File: config.mk
export PLATFORM = sky130hd
export DESIGN_NAME = oaht_hash
export DESIGN_NICKNAME = d
export VERILOG_FILES = /design/src/oaht_pkg.sv /design/src/oaht_hash.sv
export SDC_FILE = /design/constraint.sdc
export NUM_CORES = 1
export LEC_CHECK = 0
export BUFFER_PORTS_ARGS = -buffer_cell sky130_fd_sc_hd__buf_2
export CAP_MARGIN = 0
export CELL_PAD_IN_SITES_DETAIL_PLACEMENT = 2
export CELL_PAD_IN_SITES_GLOBAL_PLACEMENT = 2
export CORE_AREA = 2 2 55 57
export DETAILED_ROUTE_END_ITERATION = 8
export DIE_AREA = 0 0 57 59
export HOLD_SLACK_MARGIN = 0.03
export PLACE_DENSITY_LB_ADDON = 0.1
export SYNTH_ARGS = -nofsm -noshare
export SYNTH_HDL_FRONTEND = slang
export SYNTH_SLANG_ARGS = --single-unit
File: constraint.sdc
create_clock -name clk -period 2 [get_ports clk]
set_input_delay 0 -clock clk [delete_from_list [all_inputs] [get_ports clk]]
set_output_delay 0 -clock clk [all_outputs]
set_load 0.03 [all_outputs]
File: src/oaht_pkg.sv
`default_nettype none
package oaht_pkg;

  localparam int DEF_SLOTS   = 256;
  localparam int KEY_W       = 32;
  localparam int VALUE_W     = 32;
  localparam int OPCODE_W    = 3;
  localparam int STATUS_W    = 3;
  localparam int COUNT_OUT_W = 9;

  typedef enum logic [OPCODE_W-1:0] {
    OP_STORE  = 3'd0,
    OP_INSERT = 3'd1,
    OP_FETCH  = 3'd2,
    OP_REMOVE = 3'd3,
    OP_CLEAR  = 3'd4,
    OP_FIRST  = 3'd5,
    OP_NEXT   = 3'd6
  } op_t;

  typedef enum logic [STATUS_W-1:0] {
    ST_DONE    = 3'd0,
    ST_FOUND   = 3'd1,
    ST_MISS    = 3'd2,
    ST_FULL    = 3'd3,
    ST_PRESENT = 3'd4
  } status_t;

  typedef enum logic [1:0] {
    MARK_EMPTY   = 2'd0,
    MARK_VALID   = 2'd1,
    MARK_DELETED = 2'd2
  } mark_t;

  typedef struct packed {
    mark_t               mark;
    logic [KEY_W-1:0]    key;
    logic [VALUE_W-1:0]  value;
  } entry_t;

endpackage
`default_nettype wire

File: src/oaht_hash.sv
`default_nettype none
module oaht_hash import oaht_pkg::*; #(
  parameter int SLOTS = DEF_SLOTS
) (
  input  wire logic                       clk,
  input  wire logic                       rst_n,
  input  wire logic                       start,
  input  wire logic [KEY_W-1:0]           key,
  output logic                            done,
  output logic [$clog2(SLOTS)-1:0]        home,
  output logic [$clog2(SLOTS)-1:0]        stride
);

  localparam int LW   = $clog2(SLOTS);
  localparam bit POW2 = ((1 << LW) == SLOTS);

  generate
    if (POW2) begin : g_pow2
      logic                 busy_r;
      logic [LW-1:0]        home_r;
      logic [LW-1:0]        dh_r;
      logic [KEY_W-1:0]     key_hi;

      assign key_hi = key >> LW;

      always_ff @(posedge clk) begin
        if (!rst_n) begin
          busy_r <= 1'b0;
        end else begin
          busy_r <= start;
        end
      end

      always_ff @(posedge clk) begin
        if (start) begin
          home_r <= key[LW-1:0];
          dh_r   <= key_hi[LW-1:0];
        end
      end

      assign done   = busy_r;
      assign home   = home_r;
      assign stride = (dh_r > LW'(1)) ? dh_r : LW'(1);
    end else begin : g_recip
      localparam logic [2*KEY_W-1:0] MAGIC =
        (((2*KEY_W)'(1) << (KEY_W + LW)) / (2*KEY_W)'(SLOTS)) + (2*KEY_W)'(1);
      localparam logic [KEY_W-1:0]   MLO   = MAGIC[KEY_W-1:0];

      logic                  busy_r;
      logic [1:0]            ph_r;
      logic                  pass_r;
      logic [KEY_W-1:0]      x_r;
      logic [KEY_W-1:0]      quo_r;
      logic [2*KEY_W-1:0]    prod_r;
      logic [LW-1:0]         home_r;
      logic [KEY_W-1:0]      mul_a;
      logic [KEY_W-1:0]      mul_b;
      logic [KEY_W:0]        qsum;
      logic [LW-1:0]         rem_c;

      // x / SLOTS as (x * (2^KEY_W + MLO)) >> (KEY_W + LW) on one shared multiplier;
      // first pass on the key gives home, second pass on the quotient gives the step
      assign mul_a = (ph_r == 2'd0) ? x_r : quo_r;
      assign mul_b = (ph_r == 2'd0) ? MLO : KEY_W'(SLOTS);
      assign qsum  = {1'b0, x_r} + {1'b0, prod_r[2*KEY_W-1:KEY_W]};
      assign rem_c = x_r[LW-1:0] - prod_r[LW-1:0];

      always_ff @(posedge clk) begin
        if (!rst_n) begin
          busy_r <= 1'b0;
          ph_r   <= 2'd0;
          pass_r <= 1'b0;
        end else if (start) begin
          busy_r <= 1'b1;
          ph_r   <= 2'd0;
          pass_r <= 1'b0;
        end else if (busy_r) begin
          ph_r <= ph_r + 2'd1;
          if (ph_r == 2'd3) begin
            pass_r <= 1'b1;
            if (pass_r) begin
              busy_r <= 1'b0;
            end
          end
        end
      end

      always_ff @(posedge clk) begin
        if (start) begin
          x_r <= key;
        end else if (busy_r) begin
          case (ph_r)
            2'd0, 2'd2: begin
              prod_r <= {{KEY_W{1'b0}}, mul_a} * {{KEY_W{1'b0}}, mul_b};
            end
            2'd1: begin
              quo_r <= {{(LW-1){1'b0}}, qsum[KEY_W:LW]};
            end
            default: begin
              if (!pass_r) begin
                home_r <= rem_c;
                x_r    <= quo_r;
              end
            end
          endcase
        end
      end

      assign done   = busy_r && pass_r && (ph_r == 2'd3);
      assign home   = home_r;
      assign stride = (rem_c > LW'(1)) ? rem_c : LW'(1);
    end
  endgenerate

endmodule
`default_nettype wire

==> flow_metrics.env <==
export IMPL_synth_area_sq_um=558
export IMPL_endpoint_kind="output pin"
export IMPL_ys_ff_latch=17
export IMPL_final_cells=108
export IMPL_grt_pass1_wl_um=2120
export IMPL_crit_path_cell_trace="nor4_2 > a21o_1 > buf_2"
export IMPL_critPathArrivalTime_ns=1.30
export IMPL_ant_nets=0
export IMPL_cp_required_ns=2.00
export IMPL_tightestPinTransition_ns=0.382
export IMPL_fin_setup_tns_ns=0
export IMPL_layout_drive_gt1_share_pct=50.6
export IMPL_min_path_cells=1
export IMPL_cts_tree="done"
export IMPL_drtIter0Drc=1
export IMPL_diodes=0
export IMPL_cts_root_buf="clkbuf_4"
export IMPL_start_kind="flip-flop"
export IMPL_netlist_instances=28
export IMPL_portBuffers=35
export IMPL_grt_pass1_vias=479
export IMPL_post_cts_resized=0
export IMPL_slew_headroom_pct=74.5
export IMPL_rows=19
export IMPL_min_to="home[5]"
export IMPL_power_switching_mw=0.194
export IMPL_die_x_um=57
export IMPL_period_needed_ns=1.30
export IMPL_dr_pass1_iters=2
export IMPL_grt_overflow=0
export IMPL_combPwrFrac_pct=18.0
export IMPL_multiInputGateArea_sq_um=31.3
export IMPL_die_y_um=59
export IMPL_die_area_sq_um=3360
export IMPL_cts_made_buffers=3
export IMPL_ios=52
export IMPL_status="completed"
export IMPL_cp_max_fo=2
export IMPL_yosys_warnings=0
export IMPL_syn_nets=63
export IMPL_seq_area_sq_um=500
export IMPL_final_max_slew_viol_count=0
export IMPL_clockPowerShare_pct=24.4
export IMPL_final_nets=113
export IMPL_avgViaCountPerCell=3.74
export IMPL_internal_power_mw=0.550
export IMPL_total_power_mw=0.744
export IMPL_area_growth_pct=68.8
export IMPL_avgSynthCellArea_sq_um=19.9
export IMPL_peakVddDrop_v=0.000270
export IMPL_leakage_nw=0.401
export IMPL_power_density_nw_per_um2=790
export IMPL_hold_class="in -> reg"
export IMPL_initial_core_util_pct=20.6
export IMPL_wl_um=1330
export IMPL_fmax_mhz=772
export IMPL_gp_congestion=0.523
export IMPL_hold_path_startpoint="start"
export IMPL_drv_cap=0
export IMPL_p_seq_share_pct=57.5
export IMPL_numClockSinks=17
export IMPL_cp_slowest_cell="edfxtp_1"
export IMPL_critPathKind="reg -> out"
export IMPL_fillCellCount=294
export IMPL_hold_viol_final=0
export IMPL_netSwitchingFraction_pct=26.1
export IMPL_clk_pin_slew_ns=0.10
export IMPL_ys_seq_area_share_pct=89.7
export IMPL_gr_usage_all_layers_pct=8.99
export IMPL_rsz0062_at_grt="no"
export IMPL_antenna_found_initial=0
export IMPL_grt_max_degree=18
export IMPL_drc=0
export IMPL_clk_path_buf_depth=2
export IMPL_setup_violations=0
export IMPL_yosysUniqueCellTypes=7
export IMPL_dp_cells=87
export IMPL_core_area_sq_um=2710
export IMPL_wl_per_cell_um=12.3
export IMPL_htreeDepth=1
export IMPL_cp_slowest_stage_delay_ns=0.41
export IMPL_dr_total_vias=404
export IMPL_period_share_pct=64.8
[power by group through the flow]
stage	clock network, mW	registers, mW	logic, mW
floorplan	0	0.466	0.0366
global placement	0	0.436	0.108
detailed placement	0	0.437	0.109
CTS	0.195	0.429	0.134
global route	0.207	0.433	0.142
finish	0.182	0.428	0.134
[kinds of logic (layout without fill, tap and decap cells)]
kind of cell           after synthesis  in the layout  synth area share [%]
AO/OA/AOI/OAI                        1              1                  1.35
flip-flops                          17             17                  89.7
buffers and inverters                7             56                  4.71
AND/OR/NAND/NOR                      3              3                  4.26
[cells in the final DEF, fill, tap and decap left out]
| master | Yosys | routed |
|---|---|---|
| a21o_1 | 1 | 1 |
| and2_1 | 1 | 1 |
| buf_2 | 0 | 35 |
| clkbuf_1 | 7 | 1 |
| clkbuf_4 | 0 | 3 |
| dfxtp_1 | 1 | 1 |
| dlygate4sd3_1 | 0 | 17 |
| edfxtp_1 | 16 | 16 |
| nor3_1 | 1 | 1 |
| nor4_2 | 1 | 1 |
[registers in the layout, summed over array words and instances, names as in the netlist]
register	flops
home	8
done	1
g_pow2.dh_r	8
[per-stage QoR]
stage	area [sq um]	setup slack [ns]	utilization, %	hold WS, ns
6_report	942	0.705	34.8	0.154
2_1_floorplan	558	1.08	-	0.0989
3_5_place_dp	746	0.989	27.5	0.179
3_3_place_gp	746	1.01	27.5	0.178
4_1_cts	942	0.660	34.8	0.148
5_1_grt	942	0.601	34.8	0.161
[layout make-up]
| cell class | count | area share (%) |
|---|---|---|
| flip-flops and latches | 17 | 53.1 |
| clock buffers | 4 | 2.79 |
| multi-input cells | 4 | 3.32 |
| repair buffers | 52 | 36.7 |
| well taps | 31 | 4.12 |
[timing repair]
action | in CTS | in global routing
endpoints found under the hold margin | 17 | 0
buffers inserted | 0 | 0
hold buffers | 17 | 0
[worst max path at each step]
stage / start / endpoint / slack (ns) / depth (start not counted)
CTS: g_pow2.dh_r[3] / stride[0] / 0.66 / 3
finish: g_pow2.dh_r[3] / stride[0] / 0.70 / 3
floorplan: g_pow2.dh_r[3] / stride[0] / 1.08 / 2
global placement: g_pow2.dh_r[3] / stride[0] / 1.01 / 3
detailed placement: g_pow2.dh_r[3] / stride[0] / 0.99 / 3
global route: g_pow2.dh_r[3] / stride[0] / 0.60 / 3
[routing by layer]
layer | vias to the layer above | track usage [%] | part of all wire [%]
li1 | 195 | - | -
met1 | 190 | 7.54 | 29
met2 | 17 | 18.6 | 63
met3 | 2 | 2.40 | 6.7
met4 | 0 | 4.98 | 0.75
met5 | - | 0 | 0
[synth_stat cells]
cell / count / area [sq um]
a21o_1: 1 / 7.51
and2_1: 1 / 6.26
clkbuf_1: 7 / 26.3
dfxtp_1: 1 / 20.0
edfxtp_1: 16 / 480
nor3_1: 1 / 5.00
nor4_2: 1 / 12.5
[critical path, delay by kind of cell (launching register included)]
family / cells / cell delay, ns
flops: 1 / 0.41
simple gates: 1 / 0.29
compound gates: 1 / 0.14
buf+inv: 1 / 0.18
Power figures use the tool's default switching activity.
